`src/design/assert_macros.svh`:
```
// assertion macros shared by the speed controller modules
`ifndef ASSERT_MACROS_SVH
`define ASSERT_MACROS_SVH

// property checked on every clock edge outside reset
`define PSC_ASSERT(name, prop, msg) \
  name: assert property (@(posedge clk) disable iff (!rst_n) (prop)) else $error(msg);

// condition on one edge implies a condition on the next edge
`define PSC_ASSERT_NEXT(name, pre, post, msg) \
  name: assert property (@(posedge clk) disable iff (!rst_n) (pre) |=> (post)) else $error(msg);

`endif

```
`src/design/psc_pkg.sv`:
```
// shared types, widths and constants of the speed controller
package psc_pkg;

  localparam int CHANNELS   = 2;
  localparam int CH_W       = 1;
  localparam int SPEED_W    = 16;
  localparam int MS_W       = 16;
  localparam int TARGET_W   = 17;
  localparam int ERR_W      = 17;
  localparam int SUM_W      = 21;
  localparam int PREV_W     = 18;
  localparam int DERIV_W    = 18;
  localparam int GAIN_W     = 16;
  localparam int LIMIT_W    = 20;
  localparam int RATE_W     = 16;
  localparam int POWER_W    = 7;
  localparam int RAMP_FRAC  = 10;
  localparam int SP_W       = SPEED_W + RAMP_FRAC;
  localparam int STEP_W     = RATE_W + MS_W;
  localparam int SUM_SHIFT  = 16;
  localparam int CFG_IDX_W  = 3;
  localparam int CFG_DATA_W = 20;

  localparam int PROD_P_W = GAIN_W + 1 + ERR_W;
  localparam int PROD_I_W = GAIN_W + 1 + SUM_W;
  localparam int PROD_D_W = GAIN_W + 1 + DERIV_W;
  localparam int ACC_W    = PROD_I_W + 2;

  localparam logic [SPEED_W-1:0] TARGET_MAX = SPEED_W'(2100 * 16);
  localparam logic [POWER_W-1:0] POWER_MAX  = POWER_W'(127);

  typedef logic [CFG_IDX_W-1:0] cfg_idx_t;

  localparam cfg_idx_t REG_GAIN_P         = 3'd0;
  localparam cfg_idx_t REG_GAIN_I         = 3'd1;
  localparam cfg_idx_t REG_GAIN_D         = 3'd2;
  localparam cfg_idx_t REG_INTEGRAL_LIMIT = 3'd3;
  localparam cfg_idx_t REG_RAMP_RATE      = 3'd4;
  localparam cfg_idx_t REG_DEADBAND_POWER = 3'd5;
  localparam cfg_idx_t REG_DEADBAND_SPEED = 3'd6;
  localparam cfg_idx_t REG_OVERLOAD_LEVEL = 3'd7;

  typedef struct packed {
    logic [GAIN_W-1:0]  gain_p;
    logic [GAIN_W-1:0]  gain_i;
    logic [GAIN_W-1:0]  gain_d;
    logic [LIMIT_W-1:0] integral_limit;
    logic [RATE_W-1:0]  ramp_rate;
    logic [POWER_W-1:0] deadband_power;
    logic [SPEED_W-1:0] deadband_speed;
    logic [SPEED_W-1:0] overload_level;
  } cfg_t;

  localparam cfg_t CFG_RESET = '{
    gain_p:         GAIN_W'(2048),
    gain_i:         GAIN_W'(41),
    gain_d:         GAIN_W'(0),
    integral_limit: LIMIT_W'(480000),
    ramp_rate:      RATE_W'(19661),
    deadband_power: POWER_W'(30),
    deadband_speed: SPEED_W'(1920),
    overload_level: SPEED_W'(4800)
  };

  // error terms after the state update
  typedef struct packed {
    logic [CH_W-1:0]           channel;
    logic                      disabled;
    logic                      low_speed;
    logic                      over;
    logic signed [ERR_W-1:0]   err;
    logic signed [SUM_W-1:0]   err_sum;
    logic signed [DERIV_W-1:0] deriv;
  } upd_t;

  // weighted terms ready for the final sum
  typedef struct packed {
    logic [CH_W-1:0]            channel;
    logic                       disabled;
    logic                       low_speed;
    logic                       over;
    logic signed [ERR_W-1:0]    err;
    logic signed [PROD_P_W-1:0] prod_p;
    logic signed [PROD_I_W-1:0] prod_i;
    logic signed [PROD_D_W-1:0] prod_d;
  } prd_t;

endpackage

```
`src/design/psc_output.sv`:
```
// pid sum, power clamp, deadband and result register
`include "assert_macros.svh"

module psc_output (
  input  logic                                clk,
  input  logic                                rst_n,
  input  psc_pkg::cfg_t                       cfg,
  input  logic                                prd_valid,
  input  psc_pkg::prd_t                       prd,
  output logic                                prd_take,
  output logic                                out_valid,
  input  logic                                out_stall,
  output logic [psc_pkg::CH_W-1:0]            out_channel,
  output logic [psc_pkg::POWER_W-1:0]         out_drive_power,
  output logic signed [psc_pkg::ERR_W-1:0]    out_speed_error,
  output logic                                out_overloaded,
  output logic                                out_disabled
);

  localparam int SHR_W = psc_pkg::ACC_W - psc_pkg::SUM_SHIFT;

  logic                                out_valid_r;
  logic [psc_pkg::CH_W-1:0]            channel_r;
  logic [psc_pkg::POWER_W-1:0]         power_r;
  logic signed [psc_pkg::ERR_W-1:0]    err_r;
  logic                                over_r;
  logic                                disabled_r;
  logic [psc_pkg::POWER_W-1:0]         power_nxt;

  logic                                load;
  logic signed [psc_pkg::ACC_W-1:0]    acc;
  logic signed [psc_pkg::ACC_W-1:0]    neg;
  logic [SHR_W-1:0]                    shr;
  logic [psc_pkg::POWER_W-1:0]         power_clamp;

  assign load     = !out_valid_r || !out_stall;
  assign prd_take = load;

  always_comb begin
    acc = psc_pkg::ACC_W'(prd.prod_p) + psc_pkg::ACC_W'(prd.prod_i)
        + psc_pkg::ACC_W'(prd.prod_d);
    neg = -acc;
    shr = neg[psc_pkg::ACC_W-1:psc_pkg::SUM_SHIFT];
    if (neg <= 0) begin
      power_clamp = '0;
    end else if (shr > SHR_W'(psc_pkg::POWER_MAX)) begin
      power_clamp = psc_pkg::POWER_MAX;
    end else begin
      power_clamp = shr[psc_pkg::POWER_W-1:0];
    end
    // small positive drive at low speed is raised to the deadband power
    if (power_clamp != '0 && power_clamp < cfg.deadband_power && prd.low_speed) begin
      power_nxt = cfg.deadband_power;
    end else begin
      power_nxt = power_clamp;
    end
  end

  always_ff @(posedge clk) begin
    if (!rst_n) begin
      out_valid_r <= 1'b0;
    end else if (load) begin
      out_valid_r <= prd_valid;
    end
  end

  always_ff @(posedge clk) begin
    if (load && prd_valid) begin
      channel_r  <= prd.channel;
      power_r    <= power_nxt;
      err_r      <= prd.err;
      over_r     <= prd.over;
      disabled_r <= prd.disabled;
    end
  end

  assign out_valid       = out_valid_r;
  assign out_channel     = channel_r;
  assign out_drive_power = power_r;
  assign out_speed_error = err_r;
  assign out_overloaded  = over_r;
  assign out_disabled    = disabled_r;

  `PSC_ASSERT(a_dis_power, out_valid_r && disabled_r |-> power_r == '0 && err_r == '0 && !over_r, "disabled word with drive")

endmodule

```
`config.mk`:
```
export PLATFORM = sky130hd
export DESIGN_NAME = psc_output
export DESIGN_NICKNAME = d
export VERILOG_FILES = /design/src/design/psc_pkg.sv /design/src/design/psc_output.sv
export VERILOG_INCLUDE_DIRS = /design/src /design/src/design
export SDC_FILE = /design/constraint.sdc
export NUM_CORES = 1
export LEC_CHECK = 0
export BUFFER_PORTS_ARGS = -buffer_cell sky130_fd_sc_hd__buf_2
export CAP_MARGIN = 10
export CORE_MARGIN = 5
export CORE_UTILIZATION = 40
export CTS_BUF_LIST = sky130_fd_sc_hd__clkbuf_8
export DETAILED_ROUTE_END_ITERATION = 8
export GPL_TIMING_DRIVEN = 0
export PLACE_DENSITY_LB_ADDON = 0.2
export SLEW_MARGIN = 10
export SYNTH_ARGS = -nofsm -noshare
export SYNTH_HDL_FRONTEND = slang
export SYNTH_SLANG_ARGS = --single-unit
```
`constraint.sdc`:
```
create_clock -name clk -period 9.5 [get_ports clk]
set_input_delay 1.9 -clock clk [delete_from_list [all_inputs] [get_ports clk]]
set_output_delay 1.9 -clock clk [all_outputs]
set_load 0.005 [all_outputs]
```
# == Word level (Yosys, flattened, before mapping) ==
# Index checks and enable logic that the tools add are counted.
# totals
register_bits,28
in_bits,255
output_inout_bits,29
elab_cells,22
# classes
add_sub_neg,3
magnitude_cmp,3
n_mux,3
n_reduce_logical,7
# op_table
operator,n
$add A39 B35 Y40,1
$le A40 B1 Y1 const B,1
$neg A40 Y40,1
$add A34 B38 Y39,1
$gt A24 B7 Y1 const B,1
$mux W7,3
$lt A7 B7 Y1,1
$reduce_bool A7 Y1,1
$logic_and A1 B1 Y1,3
$logic_not A1 Y1,2
$logic_or A1 B1 Y1,1

# == Depth between registers and ports, before layout ==
# Gate-level depths: netlist of run 1.
# logic_depth
depth_word,10
depth_mapped,24
mapped_depth_nobuf,24

# == Least setup slack after synthesis of run 1 ==
# Ideal clock, no wire load.
# synth_path
path_kind,input -> register
from,input prd[2] in the netlist's numbering
to,"register power_r, in the netlist out_drive_power[0], data pin"
setup_ps,260
arrival_time_ps,7290
t_required_ps,9240
setup_slack_ps,1950
stages,22
path_buffers,0
path_cell_list,inv_1 fa_1 ha_1 ha_1 a211oi_2 or3b_1 a211o_1 and3_4 a2111o_1 o211ai_1 nand3_1 or4_1 o31ai_1 a21oi_1 ha_1 a21o_1 a21oi_1 nor2_1 a2111oi_0 o31ai_1 a21oi_4 mux2_2
# synth_via
elab_chain_len,9
word_cells_on_any_way,11
cone_classes,add/sub: 2; order compare: 3; mux: 3; reduce/logical: 3
# synth_rtl
element,line_no,text
start: declaration,psc_output.sv:9,"input psc_pkg::prd_t prd,"
$add A39 B35 Y40 (*),psc_output.sv:41,+ psc_pkg::ACC_W'(prd.prod_d);
$neg A40 Y40 (*),psc_output.sv:42,neg = -acc;
$gt A24 B7 Y1,psc_output.sv:46,end else if (shr > SHR_W'(psc_pkg::POWER_MAX)) begin
$mux W7,psc_output.sv:46,
$mux W7 (*),psc_output.sv:44,if (neg <= 0) begin
$lt A7 B7 Y1 or $reduce_bool A7 Y1 (tied branches),psc_output.sv:52,if (power_clamp != '0 && power_clamp < cfg.deadband_power && prd.low_speed) begin
$logic_and A1 B1 Y1 (2 in a row),psc_output.sv:52,
$mux W7 (*),psc_output.sv:52,
"net power_nxt, one bit",psc_output.sv:28,logic [psc_pkg::POWER_W-1:0] power_nxt;
end signal: assignment,psc_output.sv:70,power_r <= power_nxt;
end: declaration,psc_output.sv:24,logic [psc_pkg::POWER_W-1:0] power_r;
# Mark *: on every way through the listed nets, which the timed path passes. The rest lies on a longest branch.
# A chain may end at the register's enable or synchronous reset.

# == Worst setup path after layout of run 1 ==
# layout_path
from,input prd[17] in the netlist's numbering
to,"register power_r, in the netlist out_drive_power[0], data pin"
# Same word-level chain as after synthesis.

==> results of run 1 <==
==> cells by family (layout without fill, tap and decap cells) <==
group           after synthesis  count (layout)  synth area share [%]
compound gates              167             167                  20.6
xor+xnor                     18              18                  2.86
fa+ha+maj                   122             122                  32.8
buf+inv                     146             317                  10.7
flops                        28              28                  15.0
mux                          13              13                  2.52
simple gates                170             170                  15.5
==> layout make-up <==
class,instances,area [um2]
fill,1393,7070
multi-input combinational,490,4100
timing repair buffer,167,836
sequential,28,831
inverter,131,492
tap,180,225
buffer,15,96.3
clock buffer,3,41.3
clock inverter,1,30.0
==> cells in the final DEF, fill, tap and decap left out, types with 4 or more instances in the layout <==
master | Yosys | layout
buf_2 | 0 | 167
inv_1 | 131 | 131
ha_1 | 84 | 84
a21oi_1 | 54 | 54
nand2_1 | 48 | 48
fa_1 | 38 | 38
nor2_1 | 33 | 33
o21ai_0 | 31 | 31
edfxtp_1 | 27 | 27
nand4_1 | 21 | 21
nand3_1 | 18 | 18
nor3_1 | 11 | 11
xnor2_1 | 10 | 10
clkbuf_1 | 9 | 9
a211oi_1 | 9 | 9
o21bai_1 | 8 | 8
xor2_1 | 8 | 8
mux2_2 | 7 | 7
o21a_1 | 6 | 6
mux2i_1 | 6 | 6
a21o_1 | 5 | 5
or2_2 | 5 | 5
a31oi_1 | 5 | 5
nand2b_1 | 5 | 5
o31ai_1 | 5 | 5
nor2b_1 | 4 | 4
o211ai_1 | 4 | 4
or3_1 | 4 | 4
clkbuf_8 | 1 | 4
==> worst min-delay path by stage <==
stage | start | to | cells past startpoint
after detailed placement | out_valid$_SDFFE_PN0N_ | out_valid$_SDFFE_PN0N_ | 2
after CTS | out_valid$_SDFFE_PN0N_ | out_valid$_SDFFE_PN0N_ | 2
after global routing | out_valid$_SDFFE_PN0N_ | out_valid$_SDFFE_PN0N_ | 2
after floorplan | out_valid$_SDFFE_PN0N_ | out_valid$_SDFFE_PN0N_ | 2
after global placement | out_valid$_SDFFE_PN0N_ | out_valid$_SDFFE_PN0N_ | 2
final | out_valid$_SDFFE_PN0N_ | out_valid$_SDFFE_PN0N_ | 2
==> flip-flops by register name (all words and copies together) (netlist names) <==
name	cells
out_overloaded	1
out_valid	1
out_speed_error	17
out_channel	1
out_disabled	1
out_drive_power	7
==> critical path, stage by stage <==
cell and delay, ps:
buf_2 70, inv_1 50, fa_1 480, ha_1 310, ha_1 280, clkbuf_1 180
a211oi_1 430, o211ai_1 140, a21boi_0 500, o22a_1 230, a21bo_2 240, mux2i_1 160
nand3_1 230, or4_1 610, o31ai_1 470, a21oi_1 130, ha_1 320, a21o_1 180
a21oi_1 130, nor2_1 50, a2111oi_0 340, o31ai_1 180, a21oi_4 280, mux2_2 380
==> stage by stage <==
stage / hold WS (ps) / utilization [%] / setup slack (ps) / power (mW) / cells
5_1_grt: 587 / 48.5 / 787 / 1.11 / 1015
4_1_cts: 538 / 48.5 / 1250 / 1.00 / 1015
2_1_floorplan: 518 / - / 1950 / 0.723 / 664
3_5_place_dp: 523 / 48.0 / 978 / 0.908 / 1011
3_3_place_gp: 521 / 48.0 / 971 / 0.905 / 1011
6_report: 534 / 48.5 / 1260 / 1.00 / 1015
==> power by group <==
group	internal (mW)	total, mW	switching, mW
sequential	0.153	0.155	0.00268
clock	0.0563	0.0913	0.0349
combinational	0.308	0.755	0.447
total	0.517	1.00	0.485
==> metal layers <==
layer / GRT usage (%) / vias up / wire length (um) / share of wire [%]
li1: - / 2678 / - / -
met1: 24.4 / 2337 / 6690 / 49
met2: 25.6 / 143 / 5920 / 43
met3: 1.63 / 10 / 897 / 6.6
met4: 2.59 / 0 / 122 / 0.90
met5: 0 / - / 0 / 0
==> metrics.txt, run 1 <==
outcome=completed; Max-slew headroom=between 20 and 25%; Routed WL=13600 um; cell count after synthesis=between 600 and 700; final hold violation count=0; Vias=roughly 5200; Routed WL per cell=13.4 um; largest net degree at the start of global routing=28; crit path max fanout=7; FFs w/ async S/R, synth=0%; Inserted Clock Buffers=3; cell taking the most area after synthesis=ha_1; CTS Hold Bufs=0; DPL Wire Length=12100 um; initial core utilization=40.2%; Syn Nets=roughly 1000; P_leak=approximately 3.3 nW; Crit Path Class=input port to flip-flop; Final ANT Viol Nets=0; initial antenna violation count=0; 1st-pass router iterations=4; Critical Path End=out_drive_power[0]$_DFFE_PP_; vias in the first global route=4870; DR iter-0 viols=around 220; Slew @ Worst Pin=1160 ps; layout cells sized above 1=25.1%; dominant synthesized flop cell=edfxtp_1; sequential share of the synthesized area=15.0%; final setup vio count=0; CORE AREA=13700 um2; clock slew at reported path FFs=90 ps; r2r setup slk=7820 ps; Yosys top cell area share=19.0%; Post-synth EDFFs=27; post-CTS sizing=0; Ant. Diodes=0; number of I/O port buffers=167; RSZ-0062 raised after global routing=no; Critical Path RT=between 9000 and 10000 ps; grt total ovfl=0; setup TNS=0 ps; fin area=6650 um2; r2r startpoint=out_valid$_SDFFE_PN0N_; commonest cells in the netlist=inv_1, ha_1, a21oi_1; Slew Viols, Final=0; Clock Sinks=28; top post-synthesis cells by area=ha_1, edfxtp_1, fa_1; Die X-Extent=127 um; Tcrit/Tclk final=between 80 and 90%; gr usage total=between 10% and 20%; Cell Rows=43; Die Y=roughly 130 um; CTS max path bufs=2; RePlAce Congestion=0.850; DP Area=6580 um2; most common cell in the netlist=inv_1; power per cell area=151 nW/um2; Root Buffer=clkbuf_8; fmax=about 120 MHz; Max IR drop VDD=between 0.06 and 0.07 mV; area added between synthesis and finish=20.5%; H-tree Lvls=1; min-delay worst type=flip-flop to flip-flop; R2R Path End=out_drive_power[5]$_DFFE_PP_; CP Launch Type=input port; I/O pin count=around 280; flop and latch count out of synthesis=28; Post-CTS Setup Bufs=0; CP arrival=8260 ps; full die area=16300 um2; Final min period=8240 ps; worst r2r path cells=2; Max-Cap Viols=0; CTS tree=built; Final nets=roughly 1200; Crit. End Element=flip-flop; Worst Skew=5.94 ps; Clock Latency Late Sink=270 ps; CP Launch Point=prd[17]; DRC Markers=0; Yosys warnings=0; Netlist cell types=72; first-pass GRT wire length=22500 um; Mapped Area=5520 um2; Avg Inst Size Synth=8.32 um2; Vias per Instance=just over 5
Power figures use the tool's default switching activity.
==> run 2, diff against run 1 <==
Settings changed: CELL_PAD_IN_SITES_DETAIL_PLACEMENT from default to 1, CELL_PAD_IN_SITES_GLOBAL_PLACEMENT from default to 2, CORE_UTILIZATION 40 to 26, SKIP_CTS_REPAIR_TIMING from default to 1.
Clock period 9.5 ns to 8.9 ns, I/O delays scaled along.
==> run 2 against run 1 <==
Clock skew is 2.3 ps lower. Sequential share of layout area decreased by 0.22 points. First-iteration DRC count decreased by 32%. Die area up 49%. Total power is 10% higher. Count of clock-buffer cells in the layout did not move. Register-to-register slack worse by 580 ps. Worst hold slack better by 38 ps. Critical endpoint is now out_drive_power[3]$_DFFE_PP_.
==> metrics.txt, run 2 (synthesized netlist as in run 1, its figures left out) <==
outcome=completed; Max-Cap Viols=0 (unchanged); Final ANT Viol Nets=0 (unchanged); 1st-pass router iterations=4 (unchanged); Slew @ Worst Pin=1130 ps (-26.6 ps); setup TNS=0 ps (unchanged); CP cell instances=buf_2, inv_1, fa_1, ha_1, ha_1, clkbuf_1, a211oi_1, o211ai_1, a21boi_0, o22a_1, a21bo_2, mux2i_1, nand3_1, or4_1, o31ai_1, a21oi_1, ha_1, a21o_1, a21oi_1, nor2_1, a2111oi_0, o31ai_1, a21oi_4, mux2_2; Die Y=156 um (+22%); full die area=24300 um2 (+49%); Cell Rows=53 (+23%); family with the most delay on the worst path=compound AO/OA/AOI/OAI gates; area added between synthesis and finish=22.7%; CORE AREA=21000 um2 (+53%); layout cells sized above 1=25.1% (unchanged); gr usage total=13.3% (-2.9 points); DRC Markers=0 (unchanged); CTS tree=built; Crit path top cell by count=ha_1; RSZ-0062 raised after global routing=no; largest net degree at the start of global routing=28 (unchanged); grt total ovfl=0 (unchanged); min-delay worst type=flip-flop to flip-flop; fmax=120 MHz; Inserted Clock Buffers=3 (unchanged); r2r setup slk=7240 ps (-580 ps); DPL Wire Length=15000 um (+24%); clock slew at reported path FFs=90 ps (about the same); RePlAce Congestion=0.853 (+0.42%); crit path max fanout=7 (unchanged); total net switching power=550 uW (+13%); Clock Latency Late Sink=270 ps (about the same); Ant. Diodes=0 (unchanged); Crit Path Class=input port to flip-flop; worst hold margin=572 ps (+38.4 ps); worst setup margin=545 ps (-713 ps); vias in the first global route=5609 (+15%); Routed WL=16500 um (+21%); CP Launch Type=input port; Largest register FFs=17 (unchanged); Vias per Instance=4.78 (-6.1%); Max IR drop VDD=0.0533 mV (-12%); Slew Viols, Final=0 (unchanged); CP arrival=8380 ps (+120 ps); Final nets=1213 (unchanged); final hold violation count=0 (unchanged); Tcrit/Tclk final=between 90 and 100%; first-pass GRT wire length=27300 um (+22%); P_leak=3.35 nW (unchanged); Worst Skew=3.68 ps (-2.26 ps); I/O pin count=284 (unchanged); Slowest cell on crit path=or4_1; Gate power share=76.1% (+0.7 points); DR iter-0 viols=151 (-32%); CTS max path bufs=2 (unchanged); number of I/O port buffers=167 (unchanged); Root Buffer=clkbuf_8; Critical Path RT=8930 ps (-590 ps); Die X-Extent=156 um (+22%); commonest non-fill, non-tap cell in the layout=buf_2; Reg power frac=15.1% (-0.4 points); Routed WL per cell=14.8 um (+10%); sw frac=49.8% (+1.4 points); CP max stage delay=630 ps (+20 ps); H-tree Lvls=1 (unchanged); Cell Int Power=555 uW (+7.3%); initial antenna violation count=0 (unchanged); Clock Sinks=28 (unchanged); final setup vio count=0 (unchanged); total power=1.10 mW (+10%); CP Buf/Inv Count=3 (unchanged); clock power share=8.9% (-0.2 points); Place WS=258 ps (-720 ps); Max-slew headroom=24.5% (+1.8 points); most frequent cells in the layout=buf_2, inv_1, ha_1, a21oi_1, nand2_1; Vias=5307 (+2.7%); Final min period=about 8400 ps; power per cell area=163 nW/um2 (+8.3%); initial core utilization=26.3% (-14 points); Crit. End Element=flip-flop
-- run 2: metal layers --
metal | GRT usage (%) | wire, um
met2 | 22.9 | 7640
met3 | 1.41 | 838
met1 | 18.7 | 7890
met5 | 0 | 0
met4 | 1.17 | 85
-- run 2: worst paths after layout --
check | depth (start not counted) | start | endpoint
hold reg to reg | 2 | out_valid$_SDFFE_PN0N_ | out_valid$_SDFFE_PN0N_
setup / recovery | 24 | prd[17] | out_drive_power[3]$_DFFE_PP_
setup reg to reg | 2 | out_valid$_SDFFE_PN0N_ | out_drive_power[3]$_DFFE_PP_
hold / removal | 2 | out_valid$_SDFFE_PN0N_ | out_valid$_SDFFE_PN0N_
-- run 2: worst min-delay path, delay by kind of cell (launching register included) --
kind,cells,cell delay [ps]
compound gates,1,140
simple gates,1,60
flops,1,340
-- run 2: power groups by stage --
stage	Clock (mW)	Sequential [mW]	Combinational, mW
3_5_place_dp	0	0.170	0.845
2_1_floorplan	0	0.171	0.600
4_1_cts	0.101	0.167	0.852
3_3_place_gp	0	0.168	0.832
6_report	0.0979	0.166	0.840
5_1_grt	0.107	0.168	0.950
-- run 2: area by class of cell --
cell class	instances	area [um2]
fill	2592	14200
sequential	28	831
clock inverter	1	30.0
timing repair buffer	167	836
tap	275	344
multi-input combinational	490	4100
inverter	131	492
clock buffer	3	41.3
buffer	15	96.3
-- run 2: metrics by stage --
stage          util [%]  std cells  instance area, um2
5_1_grt            32.3       1110                6770
6_report           32.3       1110                6770
2_1_floorplan         -        664                5520
4_1_cts            32.3       1110                6770
3_3_place_gp       32.0       1106                6700
3_5_place_dp       32.0       1106                6700
==> run 3, diff against run 2 <==
Settings changed: REMOVE_ABC_BUFFERS from default to 1.
==> run 3 against run 2 <==
Critical endpoint unchanged. Sequential share of layout area is 0.18 points higher. Clock power down 2%. Register-to-register slack worse by 20 ps. Highest routed layer unchanged. Clock skew barely moved. Largest power group unchanged. First-iteration DRC count is 13% lower. Worst hold slack lost 15 ps.
==> metrics.txt, run 3 (synthesized netlist as in run 1, its figures left out) <==
outcome=completed; power per cell area=162 nW/um2 (-0.40%); Root Buffer=clkbuf_8; fmax=121 MHz (+1.2%); Crit path top cell by count=ha_1; CP arrival=8280 ps (-100 ps); Die Y=156 um (unchanged); initial antenna violation count=0 (unchanged); first-pass GRT wire length=27800 um (+2.0%); RSZ-0062 raised after global routing=no; Final nets=1198 (-1.2%); crit path max fanout=7 (unchanged); CP cell instances=buf_2, inv_1, fa_1, ha_1, ha_1, a211oi_1, o211ai_1, a21boi_0, o22a_1, a21bo_2, mux2i_1, nand3_1, or4_1, o31ai_1, a21oi_1, ha_1, a21o_1, a21oi_1, nor2_1, a2111oi_0, o31ai_1, a21oi_4, mux2_2; vias in the first global route=5855 (+4.4%); r2r setup slk=7220 ps (-20 ps); Critical Path RT=8920 ps (about the same); Cell Rows=53 (unchanged); Max IR drop VDD=0.0446 mV (-16%); Crit. End Element=flip-flop; Slew @ Worst Pin=1130 ps (-1.68 ps); clock slew at reported path FFs=90 ps (about the same); Slowest cell on crit path=or4_1; Routed WL per cell=15.1 um (+2.0%); final setup vio count=0 (unchanged); grt total ovfl=0 (unchanged); Tcrit/Tclk final=92.7% (-1.1 points); WL met3=759 um (-9.4%); 1st-pass router iterations=4 (unchanged); RePlAce Congestion=0.862 (+1.1%); Routed met1 length=7720 um (-2.2%); final hold violation count=0 (unchanged); initial core utilization=26.3% (unchanged); Routed WL=16600 um (+0.64%); Inserted Clock Buffers=3 (unchanged); setup TNS=0 ps (unchanged); I/O pin count=284 (unchanged); Slew Viols, Final=0 (unchanged); DRC Markers=0 (unchanged); gr usage total=13.4% (+0.082 points); Clock Latency Late Sink=270 ps (about the same); Max-slew headroom=24.6% (+0.11 points); DR iter-0 viols=131 (-13%); H-tree Lvls=1 (unchanged); Final ANT Viol Nets=0 (unchanged); max layer used=met4; Die X-Extent=156 um (unchanged); Vias=5304 (-0.057%); P_leak=3.30 nW (-1.4%); area added between synthesis and finish=20.9%; DPL Wire Length=15000 um (+0.52%); CTS tree=built; CORE AREA=21000 um2 (unchanged); Final min period=8250 ps (-102 ps); CTS max path bufs=2 (unchanged); commonest non-fill, non-tap cell in the layout=buf_2; full die area=24300 um2 (unchanged); Largest register FFs=17 (unchanged); layout cells sized above 1=24.9% (-0.27 points); Vias per Instance=4.84 (+1.3%); most frequent cells in the layout=buf_2, inv_1, ha_1, a21oi_1, nand2_1; CP max stage delay=620 ps (about the same); min-delay worst type=flip-flop to flip-flop; CP Launch Type=input port; Max-Cap Viols=0 (unchanged); Ant. Diodes=0 (unchanged); Clock Sinks=28 (unchanged); Crit Path Class=input port to flip-flop; fin util=31.9% (-0.46 points); largest net degree at the start of global routing=28 (unchanged); met2 wire len=7980 um (+4.5%); Worst Skew=3.99 ps (+0.314 ps); number of I/O port buffers=167 (unchanged)
==> run 3: changes by cell type in the layout (fill, tap and decap cells not counted) <==
cell | previous run | this run
clkbuf_8 | 4 | 3
clkbuf_1 | 9 | 0
buf_6 | 3 | 0
buf_4 | 2 | 0
==> run 3: routing by layer <==
layer | GRT usage [%] | vias to the layer above
li1 | - | 2645
met1 | 18.1 | 2537
met2 | 24.4 | 116
met3 | 0.666 | 6
met4 | 1.46 | 0
met5 | 0 | -
==> run 3: cell type report <==
class,instances,area (um2)
Multi-Input combinational cell,490,4100
Inverter,131,492
Fill cell,2597,14300
Clock buffer,3,41.3
Clock inverter,1,30.0
Timing Repair Buffer,167,836
Tap cell,275,344
Sequential cell,28,831
==> run 3: critical path: cells and delay by family <==
kind | cells | cell delay, ps
compound gates | 12 | 3340
fa+ha+maj | 4 | 1560
mux | 2 | 530
buf+inv | 2 | 130
simple gates | 3 | 920
==> run 3: worst paths after layout <==
| kind | from | endpoint | cells past startpoint |
|---|---|---|---|
| max | prd[17] | out_drive_power[3]$_DFFE_PP_ | 23 |
| max reg2reg | out_valid$_SDFFE_PN0N_ | out_speed_error[6]$_DFFE_PP_ | 2 |
| min reg2reg | out_valid$_SDFFE_PN0N_ | out_valid$_SDFFE_PN0N_ | 2 |
| min | out_valid$_SDFFE_PN0N_ | out_valid$_SDFFE_PN0N_ | 2 |
==> run 3: per-stage QoR <==
step                      total power, mW  worst slack [ps]  hold slack [ps]  area, um2  instances
after floorplan                     0.755              1470              518       5430        649
final                                1.08               647              557       6680       1095
after global routing                 1.21               112              606       6680       1095
after detailed placement            0.997               281              550       6610       1091
after CTS                            1.10               536              571       6680       1095
after global placement              0.982               369              526       6610       1091
==> run 3: power by group <==
group          internal [mW]  switching, mW  leakage, nW  total [mW]
clock network         0.0602         0.0362       0.0357      0.0964
registers              0.163        0.00293        0.271       0.166
logic                  0.320          0.502         2.99       0.822
total                  0.543          0.542         3.30        1.08
